===== src/hw/rtl/bm3_pkg.sv =====
package bm3_pkg;

  // Frame geometry limits.
  localparam int MAX_WIDTH  = 1024;
  localparam int MAX_HEIGHT = 1024;

  // Column and row counters cover the largest frame.
  localparam int COL_W = $clog2(MAX_WIDTH);
  localparam int ROW_W = $clog2(MAX_HEIGHT);

  // Configuration port.
  localparam int DIM_W      = 11;
  localparam int CFG_IDX_W  = 2;
  localparam int CFG_DATA_W = 11;

  localparam logic [CFG_IDX_W-1:0] CFG_MODE   = 2'd0;
  localparam logic [CFG_IDX_W-1:0] CFG_WIDTH  = 2'd1;
  localparam logic [CFG_IDX_W-1:0] CFG_HEIGHT = 2'd2;

  localparam logic [DIM_W-1:0] WIDTH_RST  = 11'd640;
  localparam logic [DIM_W-1:0] HEIGHT_RST = 11'd480;

  // Mode register codes.
  localparam logic MODE_ERODE  = 1'b0;
  localparam logic MODE_DILATE = 1'b1;

  // Input operation codes.
  localparam logic OP_PIXEL = 1'b0;
  localparam logic OP_FLUSH = 1'b1;

  // Result pixel values.
  localparam logic [7:0] PIX_ON  = 8'd255;
  localparam logic [7:0] PIX_OFF = 8'd0;

  // Line store: one entry per column, one bit per row parity.
  localparam int LS_WIDTH = 2;

  // Result queue.
  localparam int OQ_DEPTH = 4;
  localparam int OQ_AW    = $clog2(OQ_DEPTH);
  localparam int OQ_CW    = $clog2(OQ_DEPTH + 1);

  typedef enum logic {
    PHASE_PIXELS,
    PHASE_DRAIN
  } phase_e;

  typedef struct packed {
    logic       operation;
    logic [7:0] pixel;
  } in_item_t;

  typedef struct packed {
    logic [7:0] out_pixel;
    logic       end_of_frame;
    logic       last_of_run;
  } out_item_t;

  // Column work handed from the address stage to the window stage.
  typedef struct packed {
    logic             valid;
    logic             produce;
    logic             wr_en;
    logic             wr_par;
    logic             pix_bit;
    logic             mid_par;
    logic             top_eq;
    logic             first;
    logic             row_end;
    logic             last_row;
    logic             fwd;
    logic [COL_W-1:0] addr;
  } col_work_t;

  // Window decision for one left, centre and right column triple.
  function automatic logic [7:0] window_value(logic mode, logic [2:0] l, logic [2:0] c,
                                              logic [2:0] r);
    logic [8:0] win;
    win = {r, c, l};
    if (mode == MODE_DILATE) begin
      window_value = (|win) ? PIX_ON : PIX_OFF;
    end else begin
      window_value = (&win) ? PIX_ON : PIX_OFF;
    end
  endfunction

endpackage


===== src/hw/rtl/bm3_if.sv =====
// Input stream channel.
interface bm3_in_if import bm3_pkg::*; ();
  logic     valid;
  logic     ready;
  in_item_t data;

  modport source(output valid, output data, input ready);
  modport sink(input valid, input data, output ready);
endinterface

// Result stream channel.
interface bm3_out_if import bm3_pkg::*; ();
  logic      valid;
  logic      ready;
  out_item_t data;

  modport source(output valid, output data, input ready);
  modport sink(input valid, input data, output ready);
endinterface


===== src/hw/rtl/bm3_ram.sv =====
// Simple dual-port RAM with a registered read port.
module bm3_ram #(
  parameter int WIDTH = 2,
  parameter int DEPTH = 1024
) (
  input  logic                     clk_i,
  input  logic                     we_i,
  input  logic [$clog2(DEPTH)-1:0] waddr_i,
  input  logic [WIDTH-1:0]         wdata_i,
  input  logic                     re_i,
  input  logic [$clog2(DEPTH)-1:0] raddr_i,
  output logic [WIDTH-1:0]         rdata_o
);

  logic [WIDTH-1:0] mem_q [DEPTH];
  logic [WIDTH-1:0] rdata_q;

  // Write port.
  always_ff @(posedge clk_i) begin
    if (we_i) begin
      mem_q[waddr_i] <= wdata_i;
    end
  end

  // Read port returns the old contents on a same-address write.
  always_ff @(posedge clk_i) begin
    if (re_i) begin
      rdata_q <= mem_q[raddr_i];
    end
  end

  assign rdata_o = rdata_q;

endmodule


===== src/hw/rtl/binary_morphology_3x3_core.sv =====
// 3x3 binary erosion or dilation of a raster frame with replicated borders.
// Pixels arrive one per transfer in raster order; only zero versus nonzero is
// kept. Results for row r-1 leave while row r arrives, two at the end of a row,
// and after the last row W flush items drain the final result row. The block
// takes one item per clock: each item reads its column entry of a 1024 x 2-bit
// line store RAM and writes it back from the window stage, a single read and
// write port pair that sets the rate; a result passes the window stage and the
// result queue. Input is held off only while more than two results wait in
// the four entry result queue. The line store needs no clearing pass after
// reset. Writing frame_width or frame_height restarts the frame.
module binary_morphology_3x3_core import bm3_pkg::*; (
  input  logic                  clk_i,
  input  logic                  rst_ni,
  input  logic                  cfg_we_i,
  input  logic [CFG_IDX_W-1:0]  cfg_idx_i,
  input  logic [CFG_DATA_W-1:0] cfg_data_i,
  bm3_in_if.sink                in_i,
  bm3_out_if.source             out_o
);

  // Configuration registers.
  logic             mode_q;
  logic [DIM_W-1:0] width_q;
  logic [DIM_W-1:0] height_q;
  logic             restart;

  // Frame position.
  phase_e           phase_q, phase_d;
  logic [COL_W-1:0] col_q, col_d;
  logic [ROW_W-1:0] row_q, row_d;
  logic [COL_W-1:0] drain_q, drain_d;

  // Effective geometry minus one.
  logic [COL_W-1:0] wm1;
  logic [ROW_W-1:0] hm1;

  // Address stage.
  logic             in_accept;
  logic             act_pix;
  logic             act_flush;
  logic [COL_W-1:0] cur_col;
  logic             cur_row_end;
  logic             fwd_hit;

  // Window stage.
  col_work_t           s1_q, s1_d;
  logic                s1_fire;
  logic [LS_WIDTH-1:0] ram_rdata;
  logic [LS_WIDTH-1:0] rd_entry;
  logic [LS_WIDTH-1:0] wr_entry;
  logic [LS_WIDTH-1:0] fwd_q;
  logic                ram_we;
  logic                mid_bit;
  logic                top_bit;
  logic                low_bit;
  logic [2:0]          triple;
  logic [5:0]          window_q, window_d;
  logic [1:0]          res_cnt;
  out_item_t           res_a;
  out_item_t           res_b;

  // Result queue.
  out_item_t        oq_q [OQ_DEPTH];
  logic [OQ_AW-1:0] oq_wp_q;
  logic [OQ_AW-1:0] oq_rp_q;
  logic [OQ_CW-1:0] oq_cnt_q;
  logic             out_pop;

  // Configuration writes; a geometry write restarts the frame.
  always_ff @(posedge clk_i or negedge rst_ni) begin
    if (!rst_ni) begin
      mode_q   <= MODE_ERODE;
      width_q  <= WIDTH_RST;
      height_q <= HEIGHT_RST;
    end else if (cfg_we_i) begin
      case (cfg_idx_i)
        CFG_MODE:   mode_q   <= cfg_data_i[0];
        CFG_WIDTH:  width_q  <= cfg_data_i[DIM_W-1:0];
        CFG_HEIGHT: height_q <= cfg_data_i[DIM_W-1:0];
        default:    ;
      endcase
    end
  end

  assign restart = cfg_we_i && (cfg_idx_i == CFG_WIDTH || cfg_idx_i == CFG_HEIGHT);

  // Clamp the geometry to the supported range.
  always_comb begin
    if (width_q == '0) begin
      wm1 = '0;
    end else if (32'(width_q) > 32'(MAX_WIDTH)) begin
      wm1 = COL_W'(MAX_WIDTH - 1);
    end else begin
      wm1 = COL_W'(width_q - 1'b1);
    end
    if (height_q == '0) begin
      hm1 = '0;
    end else if (32'(height_q) > 32'(MAX_HEIGHT)) begin
      hm1 = ROW_W'(MAX_HEIGHT - 1);
    end else begin
      hm1 = ROW_W'(height_q - 1'b1);
    end
  end

  // Input transfer and decode of the item.
  assign s1_fire   = s1_q.valid && (oq_cnt_q <= OQ_CW'(OQ_DEPTH - 2));
  assign in_i.ready = !s1_q.valid || s1_fire;
  assign in_accept = in_i.valid && in_i.ready;

  assign act_pix     = (in_i.data.operation == OP_PIXEL) && (phase_q == PHASE_PIXELS);
  assign act_flush   = (in_i.data.operation == OP_FLUSH) && (phase_q == PHASE_DRAIN);
  assign cur_col     = act_flush ? drain_q : col_q;
  assign cur_row_end = (cur_col == wm1);

  // Next frame position.
  always_comb begin
    phase_d = phase_q;
    col_d   = col_q;
    row_d   = row_q;
    drain_d = drain_q;
    if (restart) begin
      phase_d = PHASE_PIXELS;
      col_d   = '0;
      row_d   = '0;
      drain_d = '0;
    end else if (in_accept && act_pix) begin
      if (cur_row_end) begin
        col_d = '0;
        if (row_q == hm1) begin
          row_d   = '0;
          phase_d = PHASE_DRAIN;
          drain_d = '0;
        end else begin
          row_d = row_q + 1'b1;
        end
      end else begin
        col_d = col_q + 1'b1;
      end
    end else if (in_accept && act_flush) begin
      if (cur_row_end) begin
        phase_d = PHASE_PIXELS;
        drain_d = '0;
      end else begin
        drain_d = drain_q + 1'b1;
      end
    end
  end

  always_ff @(posedge clk_i or negedge rst_ni) begin
    if (!rst_ni) begin
      phase_q <= PHASE_PIXELS;
      col_q   <= '0;
      row_q   <= '0;
      drain_q <= '0;
    end else begin
      phase_q <= phase_d;
      col_q   <= col_d;
      row_q   <= row_d;
      drain_q <= drain_d;
    end
  end

  // A read of the entry being written this cycle takes the written data.
  assign fwd_hit = s1_fire && s1_q.wr_en && (s1_q.addr == cur_col);

  // Load the window stage.
  always_comb begin
    s1_d = s1_q;
    if (in_accept && (act_pix || act_flush)) begin
      s1_d.valid    = 1'b1;
      s1_d.produce  = act_flush || (row_q != '0);
      s1_d.wr_en    = act_pix;
      s1_d.wr_par   = row_q[0];
      s1_d.pix_bit  = |in_i.data.pixel;
      s1_d.mid_par  = act_flush ? hm1[0] : ~row_q[0];
      s1_d.top_eq   = act_flush ? (hm1 == '0) : (row_q == ROW_W'(1));
      s1_d.first    = (cur_col == '0);
      s1_d.row_end  = cur_row_end;
      s1_d.last_row = act_flush;
      s1_d.fwd      = fwd_hit;
      s1_d.addr     = cur_col;
    end else if (s1_fire) begin
      s1_d.valid = 1'b0;
    end
  end

  always_ff @(posedge clk_i or negedge rst_ni) begin
    if (!rst_ni) begin
      s1_q <= '0;
    end else begin
      s1_q <= s1_d;
    end
  end

  // Forwarded entry data.
  always_ff @(posedge clk_i) begin
    if (in_accept && fwd_hit) begin
      fwd_q <= wr_entry;
    end
  end

  // Line store: both row parities of a column share one entry.
  bm3_ram #(
    .WIDTH (LS_WIDTH),
    .DEPTH (MAX_WIDTH)
  ) u_line_store (
    .clk_i   (clk_i),
    .we_i    (ram_we),
    .waddr_i (s1_q.addr),
    .wdata_i (wr_entry),
    .re_i    (in_accept),
    .raddr_i (cur_col),
    .rdata_o (ram_rdata)
  );

  // Column triple from the stored rows and the arriving pixel.
  always_comb begin
    rd_entry = s1_q.fwd ? fwd_q : ram_rdata;
    mid_bit  = rd_entry[s1_q.mid_par];
    top_bit  = s1_q.top_eq ? mid_bit : rd_entry[~s1_q.mid_par];
    low_bit  = s1_q.last_row ? mid_bit : s1_q.pix_bit;
    triple   = {low_bit, mid_bit, top_bit};
    wr_entry = rd_entry;
    wr_entry[s1_q.wr_par] = s1_q.pix_bit;
  end

  assign ram_we = s1_fire && s1_q.wr_en;

  // Results of this column and the window shift.
  always_comb begin
    res_cnt  = 2'd0;
    res_a    = '0;
    res_b    = '0;
    window_d = window_q;
    if (s1_q.produce) begin
      if (s1_q.first) begin
        window_d = {triple, triple};
        if (s1_q.row_end) begin
          res_cnt            = 2'd1;
          res_a.out_pixel    = window_value(mode_q, triple, triple, triple);
          res_a.end_of_frame = s1_q.last_row;
          res_a.last_of_run  = 1'b1;
        end
      end else begin
        window_d          = {triple, window_q[5:3]};
        res_a.out_pixel   = window_value(mode_q, window_q[2:0], window_q[5:3], triple);
        res_a.last_of_run = !s1_q.row_end;
        res_cnt           = 2'd1;
        if (s1_q.row_end) begin
          res_cnt            = 2'd2;
          res_b.out_pixel    = window_value(mode_q, window_q[5:3], triple, triple);
          res_b.end_of_frame = s1_q.last_row;
          res_b.last_of_run  = 1'b1;
        end
      end
      if (s1_q.row_end && s1_q.last_row) begin
        window_d = '0;
      end
    end
  end

  always_ff @(posedge clk_i or negedge rst_ni) begin
    if (!rst_ni) begin
      window_q <= '0;
    end else if (restart) begin
      window_q <= '0;
    end else if (s1_fire) begin
      window_q <= window_d;
    end
  end

  // Result queue storage.
  always_ff @(posedge clk_i) begin
    if (s1_fire && res_cnt != 2'd0) begin
      oq_q[oq_wp_q] <= res_a;
    end
    if (s1_fire && res_cnt == 2'd2) begin
      oq_q[oq_wp_q + 1'b1] <= res_b;
    end
  end

  // Result queue pointers.
  assign out_pop = out_o.valid && out_o.ready;

  always_ff @(posedge clk_i or negedge rst_ni) begin
    if (!rst_ni) begin
      oq_wp_q  <= '0;
      oq_rp_q  <= '0;
      oq_cnt_q <= '0;
    end else begin
      if (s1_fire) begin
        oq_wp_q <= oq_wp_q + OQ_AW'(res_cnt);
      end
      if (out_pop) begin
        oq_rp_q <= oq_rp_q + 1'b1;
      end
      oq_cnt_q <= oq_cnt_q + (s1_fire ? OQ_CW'(res_cnt) : OQ_CW'(0)) - OQ_CW'(out_pop);
    end
  end

  assign out_o.valid = (oq_cnt_q != '0);
  assign out_o.data  = oq_q[oq_rp_q];

  // The result queue never holds more than its depth.
  assert property (@(posedge clk_i) disable iff (!rst_ni)
    oq_cnt_q <= OQ_CW'(OQ_DEPTH))
    else $error("result queue overflow");

  // A read that meets a write to the same entry is served by forwarding.
  assert property (@(posedge clk_i) disable iff (!rst_ni)
    (ram_we && in_accept && (act_pix || act_flush) && s1_q.addr == cur_col)
    |=> s1_q.fwd)
    else $error("line store hazard not forwarded");

  // The last result of the frame also closes its run.
  assert property (@(posedge clk_i) disable iff (!rst_ni)
    (out_o.valid && out_o.data.end_of_frame) |-> out_o.data.last_of_run)
    else $error("end of frame without end of run");

  // A pixel during the drain does no work.
  assert property (@(posedge clk_i) disable iff (!rst_ni)
    (in_accept && phase_q == PHASE_DRAIN && in_i.data.operation == OP_PIXEL)
    |=> !s1_q.valid)
    else $error("pixel item taken during drain");

endmodule

===== src/flat_wrapper.sv =====
// flat-port wrapper written by rule: the top's interface ports become plain ports
module binary_morphology_3x3_core_flat import bm3_pkg::*;
  (clk_i, rst_ni, cfg_we_i, cfg_idx_i, cfg_data_i, in_i_valid, in_i_data, in_i_ready, out_o_valid, out_o_data, out_o_ready);
  bm3_in_if in_i_i ();
  bm3_out_if out_o_i ();
  input  logic clk_i;
  input  logic rst_ni;
  input  logic cfg_we_i;
  input  logic [CFG_IDX_W-1:0] cfg_idx_i;
  input  logic [CFG_DATA_W-1:0] cfg_data_i;
  input wire logic [$bits(in_i_i.valid)-1:0] in_i_valid;
  input wire logic [$bits(in_i_i.data)-1:0] in_i_data;
  output wire logic [$bits(in_i_i.ready)-1:0] in_i_ready;
  output wire logic [$bits(out_o_i.valid)-1:0] out_o_valid;
  output wire logic [$bits(out_o_i.data)-1:0] out_o_data;
  input wire logic [$bits(out_o_i.ready)-1:0] out_o_ready;
  assign in_i_i.valid = in_i_valid;
  assign in_i_i.data = in_i_data;
  assign in_i_ready = in_i_i.ready;
  assign out_o_valid = out_o_i.valid;
  assign out_o_data = out_o_i.data;
  assign out_o_i.ready = out_o_ready;
  binary_morphology_3x3_core u_core (.clk_i(clk_i), .rst_ni(rst_ni), .cfg_we_i(cfg_we_i), .cfg_idx_i(cfg_idx_i), .cfg_data_i(cfg_data_i), .in_i(in_i_i), .out_o(out_o_i));
endmodule

===== config.mk =====
export PLATFORM = sky130hd
export DESIGN_NAME = binary_morphology_3x3_core_flat
export DESIGN_NICKNAME = d
export VERILOG_FILES = /design/src/hw/rtl/bm3_pkg.sv /design/src/hw/rtl/bm3_if.sv /design/src/hw/rtl/bm3_ram.sv /design/src/hw/rtl/binary_morphology_3x3_core.sv /design/src/flat_wrapper.sv
export SDC_FILE = /design/constraint.sdc
export NUM_CORES = 2
export LEC_CHECK = 0
export BUFFER_PORTS_ARGS = -buffer_cell sky130_fd_sc_hd__buf_2
export CORE_MARGIN = 5
export CORE_UTILIZATION = 45
export CTS_CLUSTER_DIAMETER = 120
export DETAILED_ROUTE_END_ITERATION = 7
export SYNTH_ARGS = -nofsm -noshare
export SYNTH_HDL_FRONTEND = slang
export SYNTH_SLANG_ARGS = --single-unit

===== constraint.sdc =====
create_clock -name clk_i -period 63.8 [get_ports clk_i]
set_input_delay 6.38 -clock clk_i [delete_from_list [all_inputs] [get_ports clk_i]]
set_output_delay 6.38 -clock clk_i [all_outputs]
set_load 0.05 [all_outputs]

======== After elaboration in Yosys (flattened, before gate mapping) ========
Memory sizes are Yosys's and may differ from the RTL's. A register that Yosys moved wholly into a read port is not among the register bits.
Index checks and enable logic that the tools add are counted.
storage, ports and cells
  input bits .............................. 27
  flip-flop bits (word level) ............. 90
  memory bits (read-only) ................. 0
  bits in latches ......................... 0
  output and inout port bits .............. 12
  memory bits (writable) .................. 2088
  logic and storage cells ................. 177
  memories ................................ 2
memory list
  name                       depth  width  rd ports  clocked after Yosys merged registers in  write ports  RTL line                          source
  u_core.u_line_store.mem_q  1024   2      1         1                                        1            bm3_ram.sv:15                     logic [WIDTH-1:0] mem_q [DEPTH];
  u_core.oq_q                4      10     1         0                                        2            binary_morphology_3x3_core.sv:63  out_item_t oq_q [OQ_DEPTH];
operators by class
  shift-type cells ........................ 0
  multiplexer cells ....................... 71
  reduce and logical (&&, ||, !) cells .... 50
  multiply operators ...................... 0
  bitwise operators ....................... 4
  add/subtract/negate cells ............... 10
  div/mod/pow operators ................... 0
  order comparisons ....................... 7
  equality and inequality tests ........... 9
operators by type and width
  kind                                                                  count
  10-bit two-way mux                                                    23
  8-bit two-way mux                                                     10
  10-bit by 1-bit adder with 10-bit output, second input constant       3
  10-bit == test                                                        3
  1-bit two-way mux                                                     26
  6-bit two-way mux                                                     4
  11-bit greater-than comparator, second input constant                 2
  11-bit zero test                                                      2
  10-bit zero test                                                      2
  10-bit by 1-bit subtractor with 10-bit output, second input constant  2
  1-bit logical AND                                                     16
  2-bit nonzero test                                                    6
  10-bit by 1-bit == test with 1-bit output, second input constant      1
  2-bit two-way mux                                                     5
  2-bit AND reduction                                                   5
  10-bit nonzero test                                                   1
  3-bit AND reduction                                                   3
  9-bit AND reduction                                                   1
  9-bit OR reduction                                                    1
  8-bit OR reduction                                                    1
  1-bit by 2-bit < comparator with 1-bit output, second input constant  3
  6-bit AND reduction                                                   1
  3-bit nonzero test                                                    2
  6-bit OR reduction                                                    1
  18 further kinds                                                      27

======== Logic depth before layout (Yosys ltp) ========
  word-level depth ........................ 10
  depth in mapped cells ................... 16

======== Hierarchy ========
Synthesis repeated with hierarchy kept, for this count alone.
second synthesis, totals
  cell total of the unflattened synthesis .. 5556
  area total of the unflattened synthesis .. 90603.1 sq um
modules (own cells, without submodules)
  module                      cells an instance  instances  area an instance (sq um)
  bm3_ram                     4793               1          83777.8
  binary_morphology_3x3_core  763                1          6825.3

======== Least setup slack after synthesis ========
No wires, ideal clock.
  path type ............................... flip-flop to flip-flop
  start point ............................. register u_core.s1_q[10] (netlist name)
  end point ............................... register u_core.fwd_q[1] (data pin)
  slack ................................... 15.482 ns
  data arrival time ....................... 40.183 ns
  buffers on the path ..................... 1
  cell stages (with the launch flop) ...... 4
  cells stage by stage .................... dfrtp_1 > clkbuf_1 > mux2i_1 > o21ai_0
between the ends
  word-level cells in the longest chain between the ends .. 2
ends and longest elaborated chain
  item                                RTL line                           source
  from (decl)                         binary_morphology_3x3_core.sv:46   col_work_t s1_q, s1_d;
  from (signal assigned)              binary_morphology_3x3_core.sv:189  s1_q <= '0;
  from (signal assigned)              binary_morphology_3x3_core.sv:191  s1_q <= s1_d;
  2-bit two-way mux                   binary_morphology_3x3_core.sv:218  rd_entry = s1_q.fwd ? fwd_q : ram_rdata;
  2-bit bitwise mux                   binary_morphology_3x3_core.sv:224  wr_entry[s1_q.wr_par] = s1_q.pix_bit;
  via u_core.u_line_store.wdata_i[1]  bm3_ram.sv:9                       input logic [WIDTH-1:0] wdata_i,
  to (signal assigned)                binary_morphology_3x3_core.sv:198  fwd_q <= wr_entry;
  to (decl)                           binary_morphology_3x3_core.sv:51   logic [LS_WIDTH-1:0] fwd_q;
The timed path passes the listed nets, and every way through them passes these cells.
A chain may end at the register's enable or synchronous reset.

======== Worst setup path after layout ========
  start point ............................. input in_i_data[8]
  end point ............................... register u_core.u_line_store.rdata_q[0] (netlist: u_core.u_line_store.rdata_o[0]) (read register of u_core.u_line_store.mem_q) (data pin)
between the ends
  word-level cells in the longest chain between the ends .. 2
ends and longest elaborated chain
  item                  RTL line                           source
  from (decl)           flat_wrapper.sv:12                 input wire logic [$bits(in_i_i.data)-1:0] in_i_data;
  1-bit logical AND     binary_morphology_3x3_core.sv:111  assign act_flush = (in_i.data.operation == OP_FLUSH) && (phase_q == PHASE_DRAIN);
  via u_core.act_flush  binary_morphology_3x3_core.sv:40   logic act_flush;
  10-bit two-way mux    binary_morphology_3x3_core.sv:112  assign cur_col = act_flush ? drain_q : col_q;
  to (decl)             bm3_ram.sv:16                      logic [WIDTH-1:0] rdata_q;
The timed path passes the listed nets, and every way through them passes these cells.

==> summary.md <==
| Metric | Value |
|---|---|
| Initial Utilization | 0.4513 |
| Headroom to the max-slew limit | 0.04085 |
| Synth async-reset ratio | 0.04089 |
| Via count | 60480 |
| TritonCTS clock tree | built |
| GP Congestion | 0.8292 |
| Hold buffers post-CTS | 0 |
| Vias per std cell | 6.110 |
| Min Hold Slack | 0.4890 ns |
| Yosys reg bits | 2152 |
| Setup repair after global routing missed its margin | false |
| Status | finished clean |
| Static Leak | 32.37 nW |
| Worst vdd ir | 48.30 µV |
| DIE AREA | 211400 µm² |
| Clock sinks | 2152 |
| Startpoint of the worst hold path | u_core.window_q[1] |
| Final Routed Wirelength | 279900 µm |
| Synth Warn # | 0 |
| CTS H-tree depth | 4 |
| IO Port Bufs | 38 |
| R2R Path Start | u_core.phase_q |
| Clock transition at the registers of the reported paths | 0.06 ns |
| Min cycle time layout | 13.39 ns |
| Setup TNS | 0 ns |
| Synthesized area per cell | 12.64 µm² |
| Clk Latency, worst-skew pair | 0.85 ns |
| Crit path required time | 64.38 ns |
| Worst Tran Pin Value | 1.402 ns |
| Cell area after layout | 100800 µm² |
| Io pins | 39 |
| Commonest cells after routing, fill and taps aside | edfxtp_1 (2064), nand2_1 (1375), nor2_1 (1097), nand3_1 (643), clkbuf_16 (219) |
| Hold Path Depth | 2 |
| DRT Pass-1 Iters | 6 |
| Post-synthesis sequential area ratio | 0.7052 |
| Crit Path Class | input pin to flip-flop |
| Period utilization | 0.2099 |
| Setup bufs post-CTS | 0 |
| Ys flop type | edfxtp_1 |
| Post-synthesis cell area | 91020 µm² |
| Syn Inst Count | 7202 |
| Worst min-delay path category | flip-flop to flip-flop |
| Crit end category | flip-flop |
| Synthesized Nets | 7247 |
| Reg2Reg Capture Point | u_core.u_line_store.rdata_o[0] |
| Synth-to-Final Area Change | 10.79% |
| Most common cell after layout, fill and taps aside | edfxtp_1 |
| Core Region | 201700 µm² |
| Max Buffers Root-to-Sink | 3 |
| All-Layer GR Usage | 0.2608 |
| CTS root buffer | clkbuf_16 |
| R2R Setup Slk | 55.67 ns |
| Placed Area | 94210 µm² |
| Die Span Y | 459.7 µm |
| Worst setup SP type | input pin |
| Drc violations | 0 |
| Final setup margin | 50.41 ns |
| Final slew viol count | 0 |
| Clock Skew | 0.02825 ns |
| Final hold vios | 0 |
| Initial antenna violation count | 17 |
| Congestion Overflow GR | 0 |
| P per Cell Area | 38.71 nW/µm² |
| First-pass GRT wire length | 404700 µm |
| FP Rows | 165 |
| Max Clock Freq | 0.07469 GHz |
| Die width | 459.7 µm |
| Pin count of the biggest net entering global routing | 219 |
| Arr. time, crit path | 13.97 ns |
| MaxCap Viol Count | 0 |
| DP Worst Slack | 49.55 ns |
| Hold endpoint | u_core.window_q[1] |
| Antenna Nets Post-Route | 0 |
| Number of CTS-inserted buffers | 217 |
| Final net count | 7096 |
| DRT iter0 DRCs | 7890 |
| FF-to-FF path depth | 15 |
| Vias in the first global route | 58680 |
| HPWL Detailed | 149300 µm |
| Post-synth EDFFs | 2064 |
| Critical Path Fanout Max | 56 |
| WL/cell | 28.28 µm |
| Yosys cell types | 80 |
| Setup Viol. Count Final | 0 |
| Share of cells above drive strength 1 | 0.1033 |
| Post-CTS sizing | 0 |
==> critical path, stage by stage <==
cell,delay (ns)
buf_2,0.10
ha_2,0.15
buf_4,0.54
mux2i_4,0.94
buf_4,0.77
buf_4,0.69
buf_4,0.64
buf_4,0.75
buf_4,0.68
mux4_2,0.60
a22oi_1,0.20
a21oi_1,0.13
o41ai_1,0.50
a21oi_1,0.20
o32ai_1,0.33
o22ai_1,0.17
==> cell families after synthesis <==
logic type               after synthesis  share of synthesized area
buffers and inverters                609                    0.02587
AO/OA/AOI/OAI                        696                    0.05215
multiplexers                         372                    0.05999
flip-flops                          2152                     0.7052
adder cells (fa/ha/maj)               19                   0.002667
AND/OR/NAND/NOR                     3318                     0.1506
XOR/XNOR                              36                   0.003464
==> per-layer routing <==
metal | vias up | share of wire | GRT usage
li1 | 25960 | - | -
met1 | 30690 | 0.39 | 0.3563
met2 | 3266 | 0.47 | 0.4154
met3 | 557 | 0.11 | 0.05278
met4 | 8 | 0.041 | 0.09901
met5 | - | 0.00019 | 0
==> synthesized netlist by cell type (9+ instances only) <==
library cell | number | area (µm²)
o2111ai_1 | 16 | 140.1
dfrtp_1 | 82 | 2052
a31oi_1 | 63 | 394.1
buf_1 | 149 | 559.3
a32oi_1 | 41 | 359.1
nand2_1 | 1407 | 5281
nand4_1 | 33 | 206.5
ha_1 | 17 | 212.7
o21bai_1 | 9 | 67.56
nor2b_1 | 17 | 106.4
a221oi_1 | 13 | 113.9
buf_2 | 34 | 170.2
a211oi_1 | 13 | 97.59
o31ai_1 | 12 | 90.09
edfxtp_1 | 2064 | 61980
mux2i_1 | 199 | 1992
nor2_1 | 1100 | 4129
mux2_2 | 38 | 427.9
a22oi_1 | 36 | 270.3
nand2b_1 | 9 | 56.30
mux4_2 | 135 | 3040
and3_1 | 28 | 175.2
a22o_1 | 28 | 245.2
o21ai_0 | 92 | 460.4
nor3_1 | 28 | 140.1
a2111oi_0 | 36 | 315.3
o22ai_1 | 12 | 75.07
inv_1 | 33 | 123.9
nand3_1 | 643 | 3218
o311ai_0 | 14 | 122.6
nor4_1 | 9 | 56.30
a21oi_1 | 200 | 1001
a311oi_1 | 11 | 96.34
xor2_1 | 10 | 87.58
o221ai_1 | 18 | 157.7
a32o_1 | 10 | 100.1
clkbuf_1 | 386 | 1449
xnor2_1 | 26 | 227.7
==> cell type report <==
class	instances	area, µm²
antenna	4	10.01
clock buffer	280	5739
clock inverter	110	888.4
fill	17420	100900
inverter	33	123.9
multi-input combinational	4441	24970
sequential	2152	64190
tap	2672	3343
timing repair buffer	206	1579
==> worst max path at each step <==
stage / startpoint / end / slack, ns / cells past startpoint
6_report: in_i_data[8] / u_core.u_line_store.rdata_o[0] / 50.41 / 16
5_1_grt: in_i_data[8] / u_core.u_line_store.rdata_o[0] / 49.99 / 16
4_1_cts: in_i_data[8] / u_core.u_line_store.rdata_o[0] / 50.45 / 16
3_5_place_dp: in_i_data[8] / u_core.u_line_store.rdata_o[0] / 49.55 / 16
3_3_place_gp: in_i_data[8] / u_core.u_line_store.rdata_o[0] / 49.62 / 16
2_1_floorplan: u_core.s1_q[10] / u_core.fwd_q[1] / 15.48 / 3
==> power breakdown <==
group | switching (W) | internal, W | total (W)
combinational | 0.000659 | 0.000240 | 0.000900
sequential | 0.0000218 | 0.00177 | 0.00180
clock | 0.000537 | 0.000672 | 0.00121
total | 0.00122 | 0.00269 | 0.00390
==> state kept, by name (all words and copies together), names as in the netlist <==
name,cells
u_core.s1_q,21
u_core.row_q,10
u_core.width_q,11
u_core.oq_rp_q,2
u_core.drain_q,10
u_core.u_line_store.mem_q,2048
u_core.mode_q,1
u_core.window_q,6
u_core.fwd_q,2
u_core.u_line_store.rdata_o,2
u_core.phase_q,1
u_core.height_q,11
u_core.oq_wp_q,2
u_core.oq_q,12
u_core.oq_cnt_q,3
u_core.col_q,10
==> metrics by stage <==
step	instances	utilization	power, W
after detailed placement	9504	0.4671	0.002720
after floorplan	7202	-	0.002961
after global routing	9895	0.4999	0.004053
after CTS	9894	0.4999	0.003916
after global placement	9504	0.4671	0.002714
final	9898	0.5000	0.003904
Power figures use the tool's default switching activity.
